`config.mk`:
```
export PLATFORM = sky130hd
export DESIGN_NAME = spi_lcd_window_fill_streamer
export DESIGN_NICKNAME = d
export VERILOG_FILES = /design/src/rtl/slfs_pkg.sv /design/src/rtl/slfs_front.sv /design/src/rtl/slfs_queue.sv /design/src/rtl/slfs_back.sv /design/src/rtl/spi_lcd_window_fill_streamer.sv
export SDC_FILE = /design/constraint.sdc
export NUM_CORES = 1
export LEC_CHECK = 0
export ABC_AREA = 0
export BUFFER_PORTS_ARGS = -buffer_cell sky130_fd_sc_hd__buf_2
export CAP_MARGIN = 20
export CELL_PAD_IN_SITES_DETAIL_PLACEMENT = 1
export CELL_PAD_IN_SITES_GLOBAL_PLACEMENT = 1
export CORE_AREA = 2 2 311 190
export DETAILED_ROUTE_END_ITERATION = 16
export DIE_AREA = 0 0 313 192
export GPL_TIMING_DRIVEN = 0
export PLACE_DENSITY_LB_ADDON = 0.1
export SLEW_MARGIN = 10
export SYNTH_ARGS = -nofsm -noshare
export SYNTH_HDL_FRONTEND = slang
export SYNTH_SLANG_ARGS = --single-unit
```
`constraint.sdc`:
```
create_clock -name clk -period 5.9 [get_ports clk]
set_input_delay 0.885 -clock clk [delete_from_list [all_inputs] [get_ports clk]]
set_output_delay 0.885 -clock clk [all_outputs]
set_load 0.02 [all_outputs]
```
`src/rtl/slfs_pkg.sv`:
```
// Shared types and constants for the SPI panel window fill streamer.
// Holds command, job and register codes used by the front, queue, back and top.
// Depends on nothing.
package slfs_pkg;

	// Input command codes
	localparam logic [2:0] CMD_FILL_RECT    = 3'd0;
	localparam logic [2:0] CMD_FILL_SCREEN  = 3'd1;
	localparam logic [2:0] CMD_OPEN_WINDOW  = 3'd2;
	localparam logic [2:0] CMD_BITMAP_PIXEL = 3'd3;
	localparam logic [2:0] CMD_TICK         = 3'd4;

	// Configuration register indexes
	localparam logic [2:0] CFG_PANEL_WIDTH  = 3'd0;
	localparam logic [2:0] CFG_PANEL_HEIGHT = 3'd1;
	localparam logic [2:0] CFG_COLUMN_CODE  = 3'd2;
	localparam logic [2:0] CFG_ROW_CODE     = 3'd3;
	localparam logic [2:0] CFG_MEMWR_CODE   = 3'd4;

	// Register widths and reset values
	localparam int PANEL_W       = 11;
	localparam int PANEL_REG_MAX = (1 << PANEL_W) - 1;
	localparam int CFG_DATA_W    = PANEL_W;
	localparam logic [PANEL_W-1:0] PANEL_WIDTH_RST  = 11'd240;
	localparam logic [PANEL_W-1:0] PANEL_HEIGHT_RST = 11'd320;
	localparam logic [7:0] COLUMN_CODE_RST = 8'h2A;
	localparam logic [7:0] ROW_CODE_RST    = 8'h2B;
	localparam logic [7:0] MEMWR_CODE_RST  = 8'h2C;

	// Defaults for the top-level parameters
	localparam int MAX_SIDE_DEFAULT    = 1024;
	localparam int QUEUE_DEPTH_DEFAULT = 4;

	// Pixel countdown width
	localparam int COUNT_W = 21;

	// Bytes per job kind
	localparam int WINDOW_BYTES = 11;
	localparam int BYTE_CNT_W   = $clog2(WINDOW_BYTES);
	localparam logic [BYTE_CNT_W-1:0] WINDOW_LAST_IDX = BYTE_CNT_W'(WINDOW_BYTES - 1);
	localparam logic [BYTE_CNT_W-1:0] PIXEL_LAST_IDX  = BYTE_CNT_W'(1);

	// Streaming modes
	localparam logic [1:0] MODE_IDLE   = 2'd0;
	localparam logic [1:0] MODE_FILL   = 2'd1;
	localparam logic [1:0] MODE_BITMAP = 2'd2;

	// Job kinds handed from the front to the back
	typedef enum logic [1:0] {
		JOB_REJECT = 2'd0,
		JOB_WINDOW = 2'd1,
		JOB_PIXEL  = 2'd2
	} job_kind_t;

	// One job: everything the back needs to produce the words of one item
	typedef struct packed {
		job_kind_t   kind;
		logic [15:0] x0;
		logic [15:0] x1;
		logic [15:0] y0;
		logic [15:0] y1;
		logic [15:0] pix;
		logic        done;
	} job_t;

	// Command bytes the back sends around a window
	typedef struct packed {
		logic [7:0] column_code;
		logic [7:0] row_code;
		logic [7:0] memwr_code;
	} codes_t;

endpackage

```
`src/rtl/slfs_front.sv`:
```
// Front part: accepts drawing commands, clips geometry, keeps stream state.
// Emits one job per accepted command. Depends on slfs_pkg.
module slfs_front
	import slfs_pkg::*;
#(
	parameter int MAX_SIDE = MAX_SIDE_DEFAULT
) (
	input  logic                  clk,
	input  logic                  arst_n,
	input  logic [PANEL_W-1:0]    panel_width,
	input  logic [PANEL_W-1:0]    panel_height,
	input  logic                  in_valid,
	output logic                  in_ready,
	input  logic [2:0]            in_cmd,
	input  logic signed [12:0]    in_pos_x,
	input  logic signed [12:0]    in_pos_y,
	input  logic signed [12:0]    in_size_w,
	input  logic signed [12:0]    in_size_h,
	input  logic [15:0]           in_pixel,
	output logic                  job_valid,
	input  logic                  job_ready,
	output job_t                  job
);

	localparam int EFF_MAX = (MAX_SIDE < PANEL_REG_MAX) ? MAX_SIDE : PANEL_REG_MAX;
	localparam int SIDE_W  = $clog2(EFF_MAX + 1);
	localparam int CW      = 15;

	typedef struct packed {
		logic              ok;
		logic [SIDE_W-1:0] pos;
		logic [SIDE_W-1:0] len;
	} axis_t;

	// Clip one axis against the panel; a window must lie wholly on the panel.
	function automatic axis_t clip_axis(input logic signed [CW-1:0] p,
	                                    input logic signed [CW-1:0] s,
	                                    input logic signed [CW-1:0] lim,
	                                    input logic win);
		axis_t                r;
		logic signed [CW-1:0] cp;
		logic signed [CW-1:0] cs;
		logic signed [CW-1:0] room;
		logic signed [CW-1:0] clen;
		cp   = (p < 0) ? '0 : p;
		cs   = (p < 0) ? (s + p) : s;
		room = lim - cp;
		clen = (cs > room) ? room : cs;
		if (win) begin
			r.ok = (s > 0) && (p >= 0) && (p <= (lim - s));
		end else begin
			r.ok = (s > 0) && (cp < lim) && (cs > 0);
		end
		r.pos = SIDE_W'(cp);
		r.len = SIDE_W'(clen);
		return r;
	endfunction

	logic [SIDE_W-1:0]    pw;
	logic [SIDE_W-1:0]    ph;
	logic signed [CW-1:0] px_in;
	logic signed [CW-1:0] py_in;
	logic signed [CW-1:0] sw_in;
	logic signed [CW-1:0] sh_in;
	logic                 is_window;
	axis_t                ax;
	axis_t                ay;

	logic                 valid_s1;
	logic [2:0]           cmd_s1;
	logic                 ok_s1;
	logic [SIDE_W-1:0]    x_s1;
	logic [SIDE_W-1:0]    y_s1;
	logic [SIDE_W-1:0]    w_s1;
	logic [SIDE_W-1:0]    h_s1;
	logic [15:0]          pixel_s1;

	logic [COUNT_W-1:0]   pixels_left_q;
	logic [15:0]          fill_color_q;
	logic [1:0]           mode_q;

	logic [2*SIDE_W-1:0]  area;
	logic [SIDE_W-1:0]    x1;
	logic [SIDE_W-1:0]    y1;
	logic                 push;
	logic                 stream_ok;
	logic                 last_px;

	// Effective panel size, clamped to the largest supported side.
	always_comb begin
		pw = (int'(panel_width) > MAX_SIDE) ? SIDE_W'(EFF_MAX) : SIDE_W'(panel_width);
		ph = (int'(panel_height) > MAX_SIDE) ? SIDE_W'(EFF_MAX) : SIDE_W'(panel_height);
	end

	// Geometry selection: fill screen covers the whole panel.
	always_comb begin
		is_window = (in_cmd == CMD_OPEN_WINDOW);
		if (in_cmd == CMD_FILL_SCREEN) begin
			px_in = '0;
			py_in = '0;
			sw_in = CW'($signed({1'b0, pw}));
			sh_in = CW'($signed({1'b0, ph}));
		end else begin
			px_in = CW'(in_pos_x);
			py_in = CW'(in_pos_y);
			sw_in = CW'(in_size_w);
			sh_in = CW'(in_size_h);
		end
		ax = clip_axis(px_in, sw_in, CW'($signed({1'b0, pw})), is_window);
		ay = clip_axis(py_in, sh_in, CW'($signed({1'b0, ph})), is_window);
	end

	assign in_ready = !valid_s1 || job_ready;
	assign push     = valid_s1 && job_ready;

	// Stage one: classified and clipped command.
	always_ff @(posedge clk or negedge arst_n) begin
		if (!arst_n) begin
			valid_s1 <= 1'b0;
		end else if (in_ready) begin
			valid_s1 <= in_valid;
		end
	end

	always_ff @(posedge clk) begin
		if (in_ready && in_valid) begin
			cmd_s1   <= in_cmd;
			ok_s1    <= ax.ok && ay.ok;
			x_s1     <= ax.pos;
			y_s1     <= ay.pos;
			w_s1     <= ax.len;
			h_s1     <= ay.len;
			pixel_s1 <= in_pixel;
		end
	end

	// Window corners, pixel count and stream checks for the job.
	always_comb begin
		area      = w_s1 * h_s1;
		x1        = x_s1 + w_s1 - SIDE_W'(1);
		y1        = y_s1 + h_s1 - SIDE_W'(1);
		last_px   = (pixels_left_q == COUNT_W'(1));
		stream_ok = (pixels_left_q != '0) &&
		            (((cmd_s1 == CMD_BITMAP_PIXEL) && (mode_q == MODE_BITMAP)) ||
		             ((cmd_s1 == CMD_TICK) && (mode_q == MODE_FILL)));
	end

	// Job build.
	always_comb begin
		job.kind = JOB_REJECT;
		job.x0   = 16'(x_s1);
		job.x1   = 16'(x1);
		job.y0   = 16'(y_s1);
		job.y1   = 16'(y1);
		job.pix  = (cmd_s1 == CMD_TICK) ? fill_color_q : pixel_s1;
		job.done = last_px;
		unique case (cmd_s1)
			CMD_FILL_RECT, CMD_FILL_SCREEN, CMD_OPEN_WINDOW: begin
				if (ok_s1) begin
					job.kind = JOB_WINDOW;
				end
			end
			CMD_BITMAP_PIXEL, CMD_TICK: begin
				if (stream_ok) begin
					job.kind = JOB_PIXEL;
				end
			end
			default: begin
				job.kind = JOB_REJECT;
			end
		endcase
	end

	assign job_valid = valid_s1;

	// Stream state, updated as each job leaves for the queue.
	always_ff @(posedge clk or negedge arst_n) begin
		if (!arst_n) begin
			pixels_left_q <= '0;
			fill_color_q  <= '0;
			mode_q        <= MODE_IDLE;
		end else if (push) begin
			if (job.kind == JOB_WINDOW) begin
				pixels_left_q <= COUNT_W'(area);
				if (cmd_s1 == CMD_OPEN_WINDOW) begin
					mode_q <= MODE_BITMAP;
				end else begin
					mode_q       <= MODE_FILL;
					fill_color_q <= pixel_s1;
				end
			end else if (job.kind == JOB_PIXEL) begin
				pixels_left_q <= pixels_left_q - COUNT_W'(1);
				if (last_px) begin
					mode_q <= MODE_IDLE;
				end
			end
		end
	end

endmodule

```
`src/rtl/slfs_queue.sv`:
```
// Short job queue between the front and the back.
// Register-based ring with a fill count. Depends on slfs_pkg.
module slfs_queue
	import slfs_pkg::*;
#(
	parameter int DEPTH = QUEUE_DEPTH_DEFAULT
) (
	input  logic clk,
	input  logic arst_n,
	input  logic push_valid,
	output logic push_ready,
	input  job_t push_data,
	output logic pop_valid,
	input  logic pop_ready,
	output job_t pop_data
);

	localparam int PTR_W = (DEPTH > 1) ? $clog2(DEPTH) : 1;
	localparam int CNT_W = $clog2(DEPTH + 1);

	job_t             mem_q [DEPTH];
	logic [PTR_W-1:0] wr_ptr_q;
	logic [PTR_W-1:0] rd_ptr_q;
	logic [CNT_W-1:0] count_q;
	logic             do_push;
	logic             do_pop;

	assign push_ready = (count_q != CNT_W'(DEPTH));
	assign pop_valid  = (count_q != '0);
	assign do_push    = push_valid && push_ready;
	assign do_pop     = pop_valid && pop_ready;
	assign pop_data   = mem_q[rd_ptr_q];

	// Storage write.
	always_ff @(posedge clk) begin
		if (do_push) begin
			mem_q[wr_ptr_q] <= push_data;
		end
	end

	// Pointers and fill count.
	always_ff @(posedge clk or negedge arst_n) begin
		if (!arst_n) begin
			wr_ptr_q <= '0;
			rd_ptr_q <= '0;
			count_q  <= '0;
		end else begin
			if (do_push) begin
				wr_ptr_q <= (wr_ptr_q == PTR_W'(DEPTH - 1)) ? '0 : wr_ptr_q + PTR_W'(1);
			end
			if (do_pop) begin
				rd_ptr_q <= (rd_ptr_q == PTR_W'(DEPTH - 1)) ? '0 : rd_ptr_q + PTR_W'(1);
			end
			if (do_push && !do_pop) begin
				count_q <= count_q + CNT_W'(1);
			end else if (do_pop && !do_push) begin
				count_q <= count_q - CNT_W'(1);
			end
		end
	end

endmodule

```
`src/rtl/slfs_back.sv`:
```
// Back part: turns queued jobs into SPI words with their flags.
// One word per cycle into an output register while out_ready does not stall it. Depends on slfs_pkg.
module slfs_back
	import slfs_pkg::*;
(
	input  logic       clk,
	input  logic       arst_n,
	input  codes_t     codes,
	input  logic       job_valid,
	output logic       job_ready,
	input  job_t       job,
	output logic       out_valid,
	input  logic       out_ready,
	output logic [7:0] out_byte,
	output logic       out_is_data,
	output logic       out_last,
	output logic       out_region_done,
	output logic       out_status
);

	logic [BYTE_CNT_W-1:0] cnt_q;
	logic                  valid_q;
	logic [7:0]            byte_q;
	logic                  is_data_q;
	logic                  last_q;
	logic                  done_q;
	logic                  status_q;

	logic                  adv;
	logic                  emit;
	logic                  final_word;
	logic [7:0]            nx_byte;
	logic                  nx_is_data;
	logic                  nx_done;
	logic                  nx_status;

	assign adv       = !valid_q || out_ready;
	assign emit      = adv && job_valid;
	assign job_ready = emit && final_word;

	// Word selection for the head job.
	always_comb begin
		nx_byte    = 8'h00;
		nx_is_data = 1'b0;
		nx_done    = 1'b0;
		nx_status  = 1'b0;
		final_word = 1'b1;
		unique case (job.kind)
			JOB_WINDOW: begin
				final_word = (cnt_q == WINDOW_LAST_IDX);
				nx_is_data = 1'b1;
				case (cnt_q)
					4'd0: begin
						nx_byte    = codes.column_code;
						nx_is_data = 1'b0;
					end
					4'd1: nx_byte = job.x0[15:8];
					4'd2: nx_byte = job.x0[7:0];
					4'd3: nx_byte = job.x1[15:8];
					4'd4: nx_byte = job.x1[7:0];
					4'd5: begin
						nx_byte    = codes.row_code;
						nx_is_data = 1'b0;
					end
					4'd6: nx_byte = job.y0[15:8];
					4'd7: nx_byte = job.y0[7:0];
					4'd8: nx_byte = job.y1[15:8];
					4'd9: nx_byte = job.y1[7:0];
					default: begin
						nx_byte    = codes.memwr_code;
						nx_is_data = 1'b0;
					end
				endcase
			end
			JOB_PIXEL: begin
				final_word = (cnt_q == PIXEL_LAST_IDX);
				nx_is_data = 1'b1;
				nx_byte    = final_word ? job.pix[7:0] : job.pix[15:8];
				nx_done    = final_word && job.done;
			end
			default: begin
				nx_status = 1'b1;
			end
		endcase
	end

	// Word counter within the head job.
	always_ff @(posedge clk or negedge arst_n) begin
		if (!arst_n) begin
			cnt_q   <= '0;
			valid_q <= 1'b0;
		end else if (adv) begin
			valid_q <= job_valid;
			if (emit) begin
				cnt_q <= final_word ? '0 : cnt_q + BYTE_CNT_W'(1);
			end
		end
	end

	// Output register.
	always_ff @(posedge clk) begin
		if (emit) begin
			byte_q    <= nx_byte;
			is_data_q <= nx_is_data;
			last_q    <= final_word;
			done_q    <= nx_done;
			status_q  <= nx_status;
		end
	end

	assign out_valid       = valid_q;
	assign out_byte        = byte_q;
	assign out_is_data     = is_data_q;
	assign out_last        = last_q;
	assign out_region_done = done_q;
	assign out_status      = status_q;

endmodule

```
`src/rtl/spi_lcd_window_fill_streamer.sv`:
```
// Top level of the SPI panel window fill streamer: configuration registers,
// front, job queue and back. Depends on slfs_pkg, slfs_front, slfs_queue, slfs_back.
//
// Channel  | Direction | Handshake           | Contents
// s_*      | in        | s_tvalid / s_tready | one drawing command word
// m_*      | out       | m_tvalid / m_tready | one SPI byte word with its flags
// cfg_*    | in        | cfg_we              | one register write, no wait
//
// A command is registered in the front stage, then waits in the job queue.
// The back sends one word a cycle while m_tready allows: a tick or bitmap pixel gives 2 words,
// a fill or window command 11 words, a rejected command 1 word.
// The back's one-word-per-cycle output register sets the sustained rate while m_tready is high.
// Reset clears stream state, queue and counters; registers take their defaults.
// A stall on m_tready fills the queue and then holds s_tready low.
module spi_lcd_window_fill_streamer
	import slfs_pkg::*;
#(
	parameter int MAX_SIDE    = MAX_SIDE_DEFAULT,
	parameter int QUEUE_DEPTH = QUEUE_DEPTH_DEFAULT
) (
	input  logic                  clk,
	input  logic                  arst_n,
	input  logic                  s_tvalid,
	output logic                  s_tready,
	input  logic [71:0]           s_tdata,   // pos_x, pos_y, size_w, size_h, pixel, zero fill
	input  logic [2:0]            s_tuser,   // cmd
	output logic                  m_tvalid,
	input  logic                  m_tready,
	output logic [7:0]            m_tdata,   // out_byte
	output logic [2:0]            m_tuser,   // is_data, region_done, status
	output logic                  m_tlast,
	input  logic                  cfg_we,
	input  logic [2:0]            cfg_index,
	input  logic [CFG_DATA_W-1:0] cfg_data
);

	logic [PANEL_W-1:0] panel_width_q;
	logic [PANEL_W-1:0] panel_height_q;
	codes_t             codes_q;

	logic               fq_valid;
	logic               fq_ready;
	job_t               fq_job;
	logic               qb_valid;
	logic               qb_ready;
	job_t               qb_job;

	// Configuration registers.
	always_ff @(posedge clk or negedge arst_n) begin
		if (!arst_n) begin
			panel_width_q       <= PANEL_WIDTH_RST;
			panel_height_q      <= PANEL_HEIGHT_RST;
			codes_q.column_code <= COLUMN_CODE_RST;
			codes_q.row_code    <= ROW_CODE_RST;
			codes_q.memwr_code  <= MEMWR_CODE_RST;
		end else if (cfg_we) begin
			unique case (cfg_index)
				CFG_PANEL_WIDTH:  panel_width_q       <= cfg_data;
				CFG_PANEL_HEIGHT: panel_height_q      <= cfg_data;
				CFG_COLUMN_CODE:  codes_q.column_code <= cfg_data[7:0];
				CFG_ROW_CODE:     codes_q.row_code    <= cfg_data[7:0];
				CFG_MEMWR_CODE:   codes_q.memwr_code  <= cfg_data[7:0];
				default: begin
				end
			endcase
		end
	end

	// Front: classify and clip.
	slfs_front #(
		.MAX_SIDE(MAX_SIDE)
	) u_front (
		.clk         (clk),
		.arst_n      (arst_n),
		.panel_width (panel_width_q),
		.panel_height(panel_height_q),
		.in_valid    (s_tvalid),
		.in_ready    (s_tready),
		.in_cmd      (s_tuser),
		.in_pos_x    ($signed(s_tdata[12:0])),
		.in_pos_y    ($signed(s_tdata[25:13])),
		.in_size_w   ($signed(s_tdata[38:26])),
		.in_size_h   ($signed(s_tdata[51:39])),
		.in_pixel    (s_tdata[67:52]),
		.job_valid   (fq_valid),
		.job_ready   (fq_ready),
		.job         (fq_job)
	);

	// Job queue.
	slfs_queue #(
		.DEPTH(QUEUE_DEPTH)
	) u_queue (
		.clk       (clk),
		.arst_n    (arst_n),
		.push_valid(fq_valid),
		.push_ready(fq_ready),
		.push_data (fq_job),
		.pop_valid (qb_valid),
		.pop_ready (qb_ready),
		.pop_data  (qb_job)
	);

	// Back: word sequencing.
	slfs_back u_back (
		.clk            (clk),
		.arst_n         (arst_n),
		.codes          (codes_q),
		.job_valid      (qb_valid),
		.job_ready      (qb_ready),
		.job            (qb_job),
		.out_valid      (m_tvalid),
		.out_ready      (m_tready),
		.out_byte       (m_tdata),
		.out_is_data    (m_tuser[0]),
		.out_last       (m_tlast),
		.out_region_done(m_tuser[1]),
		.out_status     (m_tuser[2])
	);

endmodule

```
### Yosys cells after proc, flatten, opt, wreduce, memory -nomap -nowiden

Memories as Yosys holds them, arrays and structs flattened.
Cells that the tools add are included.

* add/subtract/negate cells: 16
* $mul: 1
* order comparisons: 16
* eq/ne operators: 30
* mux-type cells: 38
* bitwise gates (word level): 1
* reductions and logical operators: 48

Operators with widths (number)
* 2-to-1 mux 15 bit: 8
* one-hot mux 8 bit (10 select lines): 1
* greater-than comparator 15 x 1 -> 1 bit, second input constant: 4
* subtractor 12 x 15 -> 15 bit: 4
* 2-to-1 mux 11 bit: 4
* 2-to-1 mux 21 bit: 2
* adder 15 bit: 2
* greater-or-equal comparator 15 x 1 -> 1 bit, second input constant: 2
* greater-than comparator 15 bit: 2
* <= comparator 15 bit: 2
* less-than comparator 15 x 1 -> 1 bit, second input constant: 2
* less-than comparator 15 x 12 -> 1 bit: 2
* adder 11 bit: 2
* greater-than comparator 11 bit, second input constant: 2
* subtractor 11 x 1 -> 11 bit, second input constant: 2
* == test 21 x 1 -> 1 bit, second input constant: 1
* multiplier 11 x 11 -> 21 bit: 1
* nonzero test 21 bit: 1
* subtractor 21 x 1 -> 21 bit, second input constant: 1
* logical AND 1 bit: 20
* == test 4 x 3 -> 1 bit, second input constant: 4
* 2-to-1 mux 16 bit: 1
* one-hot mux 8 bit (2 select lines): 1
* == test 3 x 2 -> 1 bit, second input constant: 5
* 31 further kinds: 74

* register bits: 174
* RAM bits: 252
* bits of input ports: 94
* output and inout bits: 14
* logic and storage cells: 177
* memories kept: 1

Memory list
* u_queue.mem_q: depth 4, bits a word 63, rd ports 1, clocked after Yosys merged registers in 0, write ports 1, RTL line slfs_queue.sv:21 `job_t mem_q [DEPTH];`

### Logic depth before layout (Yosys ltp)

Gate-level depths: netlist of run 1.

* word-level depth: 9
* gate-level depth with buffers: 29
* mapped depth without buffers: 26

### Hierarchy

A second synthesis of run 1 with hierarchy kept.

* cells, all modules: 2697
* area total of the unflattened synthesis: 31913.1 um2

Modules (own cells, without submodules)
* slfs_front: times used 1, cells each 1930, area each 15914.0 um2, sequential area each 2922.8 um2
* slfs_queue: times used 1, cells each 470, area each 12420.7 um2, sequential area each 10144.7 um2
* spi_lcd_window_fill_streamer: times used 1, cells each 101, area each 1911.8 um2, sequential area each 1171.1 um2
* slfs_back: times used 1, cells each 196, area each 1666.6 um2, sequential area each 485.5 um2

### Least setup slack after synthesis of run 1

OpenSTA, ideal clock, no wires.

* kind: in2reg
* start: in s_tuser[2]
* end: reg u_front.h_s1[2] (data pin)
* library setup time: 0.261 ns
* arrival time: 6.260 ns
* required time: 5.639 ns
* path slack: -0.621 ns
* stages: 26
* buffers on the path: 6
* cells stage by stage: or3b_1 > buf_6 > clkbuf_1 > clkbuf_1 > clkbuf_1 > clkbuf_1 > clkbuf_1 > nand2_1 > inv_1 > ha_1 > fa_1 > a21o_1 > a21oi_1 > o21ai_0 > a2111o_1 > a31oi_1 > xnor2_1 > nand2_1 > o21ai_0 > ha_1 > a2111o_1 > o22a_1 > clkinv_1 > o21bai_4 > mux2_4 > a221o_1

RTL lines
* start: declaration: RTL line spi_lcd_window_fill_streamer.sv:26 `input logic [2:0] s_tuser,`
* end signal: assignment: RTL line slfs_front.sv:132 `h_s1 <= ay.len;`
* end: declaration: RTL line slfs_front.sv:75 `logic [SIDE_W-1:0] h_s1;`

==> impl_metrics.prom, run 1 <==
# TYPE chip_impl_metric gauge
chip_impl_info{name="outcome",value="finished, violations left"} 1
chip_impl_info{name="failed_checks",value="negative setup slack"} 1
chip_impl_info{name="cts_tree",value="done"} 1
chip_impl_metric{name="first_pass_iters",unit=""} 5
chip_impl_metric{name="path_clk_slew",unit="ns"} 0.07
chip_impl_info{name="category_of_the_worst_setup_path_launch_point",value="primary input"} 1
chip_impl_metric{name="std_cell_rows",unit=""} 68
chip_impl_metric{name="grt_pass1_vias",unit=""} 23538
chip_impl_metric{name="avgSynthCellArea",unit="um2"} 10.87
chip_impl_metric{name="maximum_number_of_pins_on_one_net_before_global_route_repair",unit=""} 74
chip_impl_info{name="critical_path.most_common_cell",value="sky130_fd_sc_hd__clkbuf_16"} 1
chip_impl_info{name="timing.critical_path.max_delay_family",value="compound AO/OA/AOI/OAI gates"} 1
chip_impl_metric{name="r2r_cells",unit=""} 22
chip_impl_metric{name="die_w",unit="um"} 313
chip_impl_metric{name="max_freq",unit="MHz"} 164.3
chip_impl_metric{name="postCtsHoldBufs",unit=""} 0
chip_impl_metric{name="grt_util_all_layers",unit="%"} 33.06
chip_impl_metric{name="numPortBuffers",unit=""} 101
chip_impl_metric{name="timing.final.setup_violations",unit=""} 16
chip_impl_info{name="grt_setup_unrepaired",value="true"} 1
chip_impl_metric{name="synthCells",unit=""} 2659
chip_impl_metric{name="data_arrival_time_of_the_critical_path",unit="ns"} 6.37
chip_impl_metric{name="postSynth.asyncResetShare",unit="%"} 23.00
chip_impl_info{name="cp_slowest_cell",value="sky130_fd_sc_hd__a2111o_1"} 1
chip_impl_metric{name="core_area",unit="um2"} 57090
chip_impl_metric{name="drt-vias-per-instance",unit=""} 6.131
chip_impl_metric{name="place_hpwl",unit="um"} 73170
chip_impl_metric{name="num-fill-cells",unit=""} 5991
chip_impl_metric{name="post-place-cells",unit=""} 3539
chip_impl_metric{name="maxCapViolCount",unit=""} 0
chip_impl_metric{name="number_of_clock_sinks",unit=""} 426
chip_impl_metric{name="cts-htree-levels",unit=""} 2
chip_impl_metric{name="cts_made_buffers",unit=""} 41
chip_impl_metric{name="ctsLongestPathBuffers",unit=""} 3
chip_impl_metric{name="worst_slew_pin_slew",unit="ns"} 1.105
chip_impl_metric{name="synth-edff-count",unit=""} 328
chip_impl_metric{name="number_of_drc_violations_after_detailed_routing",unit=""} 0
chip_impl_metric{name="critical_path_buf_inv_count",unit=""} 9
chip_impl_info{name="synth_top_cells_by_area",value="sky130_fd_sc_hd__edfxtp_1 34%, sky130_fd_sc_hd__ha_1 10%, sky130_fd_sc_hd__dfrtp_1 7.1%"} 1
chip_impl_metric{name="synth.top_cell.area_share",unit="%"} 34.08
chip_impl_info{name="hold_class",value="primary input to asynchronous set/reset pin"} 1
chip_impl_metric{name="netlist_area",unit="um2"} 28900
chip_impl_metric{name="clk-insertion-delay-late",unit="ns"} 0.58
chip_impl_metric{name="finalCoreUtilization",unit="%"} 59.85
chip_impl_metric{name="die_y",unit="um"} 192
chip_impl_metric{name="syn_to_final_growth",unit="%"} 18.23
chip_impl_info{name="crit_end",value="u_front.h_s1[10]"} 1
chip_impl_metric{name="timing.final.hold_violations",unit=""} 0
chip_impl_metric{name="first_pass_grt_wire_length",unit="um"} 148700
chip_impl_metric{name="max_slew_margin",unit="%"} 26.35
chip_impl_metric{name="setup_slack",unit="ns"} -0.1874
chip_impl_info{name="rr_endpoint",value="u_front.h_s1[10]"} 1
chip_impl_metric{name="ys.warnings.count",unit=""} 0
chip_impl_metric{name="globalRoute.totalOverflow",unit=""} 0
chip_impl_info{name="timing.rr.start",value="panel_height_q[10]"} 1
chip_impl_metric{name="synth_cell_type_count",unit=""} 86
chip_impl_metric{name="cp.required",unit="ns"} 6.18
chip_impl_info{name="yosysTopAreaCell",value="sky130_fd_sc_hd__edfxtp_1"} 1
chip_impl_metric{name="pin_count",unit=""} 108
chip_impl_metric{name="critical_path.max_stage_delay",unit="ns"} 0.46
chip_impl_metric{name="slew_violations",unit=""} 0
chip_impl_metric{name="initial_utilization",unit="%"} 50.62
chip_impl_metric{name="initialDrtViolationCount",unit=""} 2249
chip_impl_info{name="critical_path.startpoint",value="s_tuser[1]"} 1
chip_impl_metric{name="critical_path_peak_fanout",unit=""} 7
chip_impl_metric{name="postSynthRegisterBits",unit=""} 426
chip_impl_metric{name="final_min_period_over_clock_period",unit="%"} 103.2
chip_impl_metric{name="path_depth",unit=""} 27
chip_impl_metric{name="layout-drive-gt1-share",unit="%"} 22.57
chip_impl_metric{name="avgRoutedWirePerCell",unit="um"} 26.74
chip_impl_metric{name="grt_antenna_before_repair",unit=""} 5
chip_impl_info{name="critical_path.endpoint_type",value="flop"} 1
chip_impl_metric{name="finClkSkew",unit="ns"} 0.04157
chip_impl_info{name="synth_flop_cell",value="sky130_fd_sc_hd__edfxtp_1"} 1
chip_impl_metric{name="routabilityCongestion",unit=""} 0.9286
chip_impl_metric{name="nets",unit=""} 3338
chip_impl_metric{name="routed_wirelength",unit="um"} 99580
chip_impl_metric{name="reg2reg_slack",unit="ns"} -0.06
chip_impl_metric{name="ant_nets",unit=""} 0
chip_impl_metric{name="design.die.area",unit="um2"} 60100
chip_impl_metric{name="setup_tns",unit="ns"} -0.7486
chip_impl_metric{name="finalWorstPathRequiredPeriod",unit="ns"} 6.087
chip_impl_metric{name="final_cell_count_no_fill",unit=""} 3724
chip_impl_metric{name="synth_seq_area_share",unit="%"} 42.63
chip_impl_metric{name="detailroute.via_count",unit=""} 22833
chip_impl_metric{name="synth_nets",unit=""} 3079
chip_impl_info{name="critical_path_class",value="primary input to flop"} 1
chip_impl_info{name="cts.root.buffer_cell",value="sky130_fd_sc_hd__clkbuf_16"} 1
[cells by family after synthesis]
group,share of synthesized area (%)
AND/OR/NAND/NOR,11.53
AO/OA/AOI/OAI,11.46
flip-flops,42.63
buffers and inverters,5.502
adder cells (fa/ha/maj),16.35
multiplexers,9.897
XOR/XNOR,2.636
[cells in the mapped netlist (all sizes together) (16+ instances only)]
| cell type | instances |
|---|---|
| nor3 | 40 |
| edfxtp | 328 |
| nand4 | 26 |
| mux2 | 101 |
| nand2 | 201 |
| a21o | 53 |
| fa | 86 |
| o21ai | 119 |
| ha | 240 |
| mux2i | 75 |
| inv | 312 |
| clkbuf | 73 |
| o211ai | 17 |
| a211oi | 20 |
| nor2b | 46 |
| o22ai | 29 |
| a31oi | 18 |
| buf | 22 |
| nand3 | 35 |
| a21oi | 124 |
| dfrtp | 82 |
| xor2 | 32 |
| nor4 | 17 |
| and2 | 47 |
| nand2b | 52 |
| mux4 | 43 |
| nor2 | 165 |
| dfstp | 16 |
| xnor2 | 55 |
| o21a | 21 |
[placed cells by master (no fill, tap or decap), drive strengths merged, types with 11 or more instances in the layout]
cell type | Yosys | final
xnor2 | 55 | 55
a21oi | 124 | 124
o21ai | 119 | 119
clkbuf | 73 | 117
o221ai | 11 | 11
mux2 | 101 | 101
a31oi | 18 | 18
mux2i | 75 | 75
buf | 22 | 252
nand3 | 35 | 35
edfxtp | 328 | 328
o21a | 21 | 21
inv | 312 | 315
o211ai | 17 | 17
nand4 | 26 | 26
nand2 | 201 | 201
xor2 | 32 | 32
clkinv | 7 | 12
a21o | 53 | 53
o22ai | 29 | 29
and2 | 47 | 47
o21bai | 13 | 13
a211oi | 20 | 20
nor3 | 40 | 40
ha | 240 | 240
dfstp | 16 | 16
dfrtp | 82 | 82
nor2b | 46 | 46
fa | 86 | 86
nand2b | 52 | 52
mux4 | 43 | 43
nor4 | 17 | 17
nor2 | 165 | 165
[layout make-up]
class	instances	area [um2]	area share, %
antenna	3	7.507	0.02197
buffer	82	491.7	1.439
clock buffer	58	1152	3.372
clock inverter	18	309.0	0.9044
inverter	319	1217	3.563
multi-input combinational	1819	15990	46.78
sequential	426	12320	36.06
tap	770	963.4	2.819
timing repair buffer	229	1722	5.038
[state kept, by name, summed over array words and instances (netlist names), 3 cells and up]
| name | count |
|---|---|
| panel_height_q | 11 |
| u_queue.mem_q | 252 |
| u_front.cmd_s1 | 3 |
| u_back.out_byte | 8 |
| u_front.y_s1 | 11 |
| u_back.cnt_q | 4 |
| u_front.pixels_left_q | 21 |
| u_front.h_s1 | 11 |
| codes_q | 24 |
| u_front.w_s1 | 11 |
| u_front.fill_color_q | 16 |
| u_front.pixel_s1 | 16 |
| u_front.x_s1 | 11 |
| u_queue.count_q | 3 |
| panel_width_q | 11 |
[per-layer routing]
layer,GRT usage (%),wire length [um]
met3,5.226,8293
met2,49.80,42970
met5,0,0
met1,50.23,45900
met4,7.195,2419
[worst min-delay path by stage]
stage                                      endpoint  cells after the start  slack [ns]                       from
after floorplan           u_front.pixels_left_q[15]                      2        0.44  u_front.pixels_left_q[15]
after global placement             u_back.out_valid                      2        0.47           u_back.out_valid
after detailed placement    u_front.fill_color_q[7]                      1        0.49    u_front.fill_color_q[7]
after CTS                          u_back.out_valid                      1        0.19                     arst_n
after global routing               u_back.out_valid                      1        0.20                     arst_n
final                      u_front.pixels_left_q[6]                      1        0.20                     arst_n
[repair_timing]
action	4_1_cts	5_1_grt
gates cloned	2	1
pin swaps	55	74
endpoints found under the setup margin	30	30
resized for setup	141	137
buffers inserted	67	49
[metrics by stage]
stage	area [um2]	hold WS [ns]	setup WS, ns
after floorplan	29010	0.4413	-0.1535
after global placement	30480	0.4747	-1.963
after detailed placement	30660	0.4876	-2.086
after CTS	33230	0.1899	-0.06713
after global routing	34170	0.1965	-0.2217
final	34170	0.1954	-0.1874
Power of run 1 is not shown: default switching activity piles up to over one toggle a cycle in this logic, so the estimate is an artifact.
==> run 2, diff against run 1 <==
--- a/config.mk
+++ b/config.mk
@@ -15,6 +15,7 @@
 export DIE_AREA = 0 0 313 192
 export GPL_TIMING_DRIVEN = 0
 export PLACE_DENSITY_LB_ADDON = 0.1
+export SKIP_LAST_GASP = 1
 export SLEW_MARGIN = 10
 export SYNTH_ARGS = -nofsm -noshare
 export SYNTH_HDL_FRONTEND = slang
==> constraint.sdc (replaced) <==
create_clock -name clk -period 6.7 [get_ports clk]
set_input_delay 1.005 -clock clk [delete_from_list [all_inputs] [get_ports clk]]
set_output_delay 1.005 -clock clk [all_outputs]
set_load 0.02 [all_outputs]
==> run 2 against run 1 <==
  * The run still ends with negative setup slack left
  * Hold slack improved by 0.13 ns
  * Global-route usage fell by 0.84 points
  * Setup slack improved by 0.17 ns
  * Clock skew fell by 0.0083 ns
  * Sequential cell count did not move
  * Largest cell class unchanged
  * Core utilization fell by 3.1 points
  * Cell area fell by 5.2%
  * Final cell count fell by 2.8%
  * Non-clock buffer count fell by 100
  * First-iteration DRC count rose by 0.49%
  * Die area did not move
  * Sequential share of layout area rose by 2.0 points
  * Critical path type unchanged
==> impl_metrics.prom, run 2 (synthesized netlist as in run 1, its figures left out) <==
# TYPE chip_impl_metric gauge
chip_impl_metric{name="timing.final.hold_violations",unit=""} 0
chip_impl_metric{name="postCtsHoldBufs",unit=""} 0
chip_impl_metric{name="core_area",unit="um2"} 57090
chip_impl_metric{name="numPortBuffers",unit=""} 101
chip_impl_metric{name="initial_utilization",unit="%"} 50.62
chip_impl_metric{name="finalCoreUtilization",unit="%"} 56.75
chip_impl_metric{name="num-fill-cells",unit=""} 6094
chip_impl_info{name="critical_path.most_common_cell",value="sky130_fd_sc_hd__clkbuf_8"} 1
chip_impl_metric{name="path_clk_slew",unit="ns"} 0.07
chip_impl_metric{name="routabilityCongestion",unit=""} 0.9302
chip_impl_metric{name="first_pass_iters",unit=""} 6
chip_impl_metric{name="ctsLongestPathBuffers",unit=""} 3
chip_impl_info{name="largest-register",value="u_queue.mem_q"} 1
chip_impl_metric{name="clk-insertion-delay-late",unit="ns"} 0.58
chip_impl_info{name="timing.critical_path.max_delay_family",value="simple AND/OR/NAND/NOR gates"} 1
chip_impl_metric{name="grt_util_all_layers",unit="%"} 32.22
chip_impl_metric{name="critical_path_peak_fanout",unit=""} 10
chip_impl_metric{name="number_of_drc_violations_after_detailed_routing",unit=""} 0
chip_impl_info{name="category_of_the_worst_setup_path_launch_point",value="primary input"} 1
chip_impl_metric{name="detailroute.via_count",unit=""} 21846
chip_impl_metric{name="first_pass_grt_wire_length",unit="um"} 144900
chip_impl_metric{name="routed_wirelength",unit="um"} 95230
chip_impl_info{name="critical_path_class",value="primary input to flop"} 1
chip_impl_metric{name="design.die.area",unit="um2"} 60100
chip_impl_info{name="cp_slowest_cell",value="sky130_fd_sc_hd__or4_1"} 1
chip_impl_metric{name="largest_register_ffs",unit=""} 252
chip_impl_metric{name="critical_path.max_stage_delay",unit="ns"} 0.53
chip_impl_metric{name="cts_made_buffers",unit=""} 41
chip_impl_info{name="most-common-layout-cells",value="328 x sky130_fd_sc_hd__edfxtp_1, 311 x sky130_fd_sc_hd__inv_1, 239 x sky130_fd_sc_hd__ha_1"} 1
chip_impl_metric{name="worst_slew_pin_slew",unit="ns"} 1.055
chip_impl_metric{name="data_arrival_time_of_the_critical_path",unit="ns"} 7.01
chip_impl_info{name="grt_setup_unrepaired",value="true"} 1
chip_impl_metric{name="cp.required",unit="ns"} 6.99
chip_impl_metric{name="syn_to_final_growth",unit="%"} 12.10
chip_impl_info{name="hold_class",value="primary input to asynchronous set/reset pin"} 1
chip_impl_metric{name="std_cell_rows",unit=""} 68
chip_impl_metric{name="grt_antenna_before_repair",unit=""} 2
chip_impl_metric{name="die_w",unit="um"} 313
chip_impl_metric{name="final_min_period_over_clock_period",unit="%"} 100.3
chip_impl_metric{name="cts-htree-levels",unit=""} 2
chip_impl_metric{name="layout-drive-gt1-share",unit="%"} 15.30
chip_impl_metric{name="die_y",unit="um"} 192
chip_impl_info{name="outcome",value="finished, violations left"} 1
chip_impl_metric{name="number_of_clock_sinks",unit=""} 426
chip_impl_metric{name="grt_pass1_vias",unit=""} 23394
chip_impl_info{name="critical_path.endpoint_type",value="flop"} 1
chip_impl_info{name="largest_registers_in_the_final_layout",value="u_queue.mem_q (252), codes_q (24), u_front.pixels_left_q (21)"} 1
chip_impl_metric{name="maxCapViolCount",unit=""} 0
chip_impl_metric{name="slew_violations",unit=""} 0
chip_impl_metric{name="pin_count",unit=""} 108
chip_impl_info{name="cts.root.buffer_cell",value="sky130_fd_sc_hd__clkbuf_16"} 1
chip_impl_info{name="failed_checks",value="negative setup slack"} 1
chip_impl_metric{name="finClkSkew",unit="ns"} 0.03323
chip_impl_metric{name="avgRoutedWirePerCell",unit="um"} 26.30
chip_impl_metric{name="max_slew_margin",unit="%"} 29.68
chip_impl_metric{name="ant_nets",unit=""} 0
chip_impl_metric{name="finalWorstPathRequiredPeriod",unit="ns"} 6.718
chip_impl_metric{name="maximum_number_of_pins_on_one_net_before_global_route_repair",unit=""} 61
chip_impl_metric{name="place_worst_setup_slack",unit="ns"} -2.882
chip_impl_metric{name="max_freq",unit="MHz"} 148.9
chip_impl_metric{name="critical_path_buf_inv_count",unit=""} 10
chip_impl_metric{name="initialDrtViolationCount",unit=""} 2260
chip_impl_metric{name="place_hpwl",unit="um"} 73160
chip_impl_metric{name="drt-vias-per-instance",unit=""} 6.033
chip_impl_metric{name="setup_slack",unit="ns"} -0.01785
chip_impl_info{name="most_frequent_standard_cell_in_the_layout_excluding_fill_and_tap_cells",value="sky130_fd_sc_hd__edfxtp_1"} 1
chip_impl_metric{name="timing.final.setup_violations",unit=""} 1
chip_impl_metric{name="nets",unit=""} 3238
chip_impl_metric{name="globalRoute.totalOverflow",unit=""} 0
chip_impl_info{name="cts_tree",value="done"} 1
run 2: cell count changes in the layout (fill, tap and decap cells not counted), moves of 7 or more:
| cell | change |
|---|---|
| sky130_fd_sc_hd__a21oi_1 | +17 |
| sky130_fd_sc_hd__a21oi_2 | -14 |
| sky130_fd_sc_hd__and2_1 | +7 |
| sky130_fd_sc_hd__buf_4 | -92 |
| sky130_fd_sc_hd__buf_6 | -10 |
| sky130_fd_sc_hd__clkbuf_1 | +10 |
| sky130_fd_sc_hd__ha_1 | +19 |
| sky130_fd_sc_hd__ha_4 | -13 |
| sky130_fd_sc_hd__inv_1 | +9 |
| sky130_fd_sc_hd__o21ai_0 | +9 |
run 2: per-stage QoR:
stage	hold WS (ns)	instance area, um2	cells	TNS, ns
CTS	0.3260	32230	3616	0
floorplan	0.4413	28900	2659	0
global placement	0.4811	30370	3530	-60.28
detailed placement	0.4925	30560	3538	-64.15
finish	0.3282	32400	3621	-0.01785
global route	0.3372	32400	3621	-0.6895
run 2: repair_timing:
item | 4_1_cts | 5_1_grt
buffers inserted | 4 | 8
setup endpoints to repair | 26 | 27
gates resized for setup | 52 | 39
pin swaps | 6 | 12
gates cloned | 0 | 0
run 2: final cells by class:
type                       instances  area [um2]  share of cell area, %
antenna                            1       2.502               0.007724
buffer                            88       432.9                  1.336
clock buffer                      59        1155                  3.564
clock inverter                    16       302.8                 0.9345
inverter                         319        1202                  3.711
multi-input combinational       1819       15230                  47.01
sequential                       426       12320                  38.03
tap                              770       963.4                  2.974
timing repair buffer             123       788.3                  2.433
run 2: per-layer routing:
layer	global-route usage (%)	up-vias	routed length, um
met3	6.532	112	7436
met2	49.97	750	41910
li1	-	9810	-
met5	0	-	0
met4	6.496	0	1846
met1	46.99	11174	44040
run 2: final timing paths:
kind                                  startpoint                         to  slack, ns  cells after the start
min in group clk                u_back.out_valid           u_back.out_valid       0.50                      2
worst min-delay path                      arst_n   u_front.fill_color_q[11]       0.33                      1
worst min register to register  u_back.out_valid           u_back.out_valid       0.50                      2
worst max-delay path                  s_tuser[2]            u_front.w_s1[2]      -0.02                     28
max in group asynchronous                 arst_n  u_front.pixels_left_q[13]       5.64                      2
worst max register to register  u_front.h_s1[10]  u_front.pixels_left_q[20]       0.25                     21
Power of run 2 is left out for the same reason.
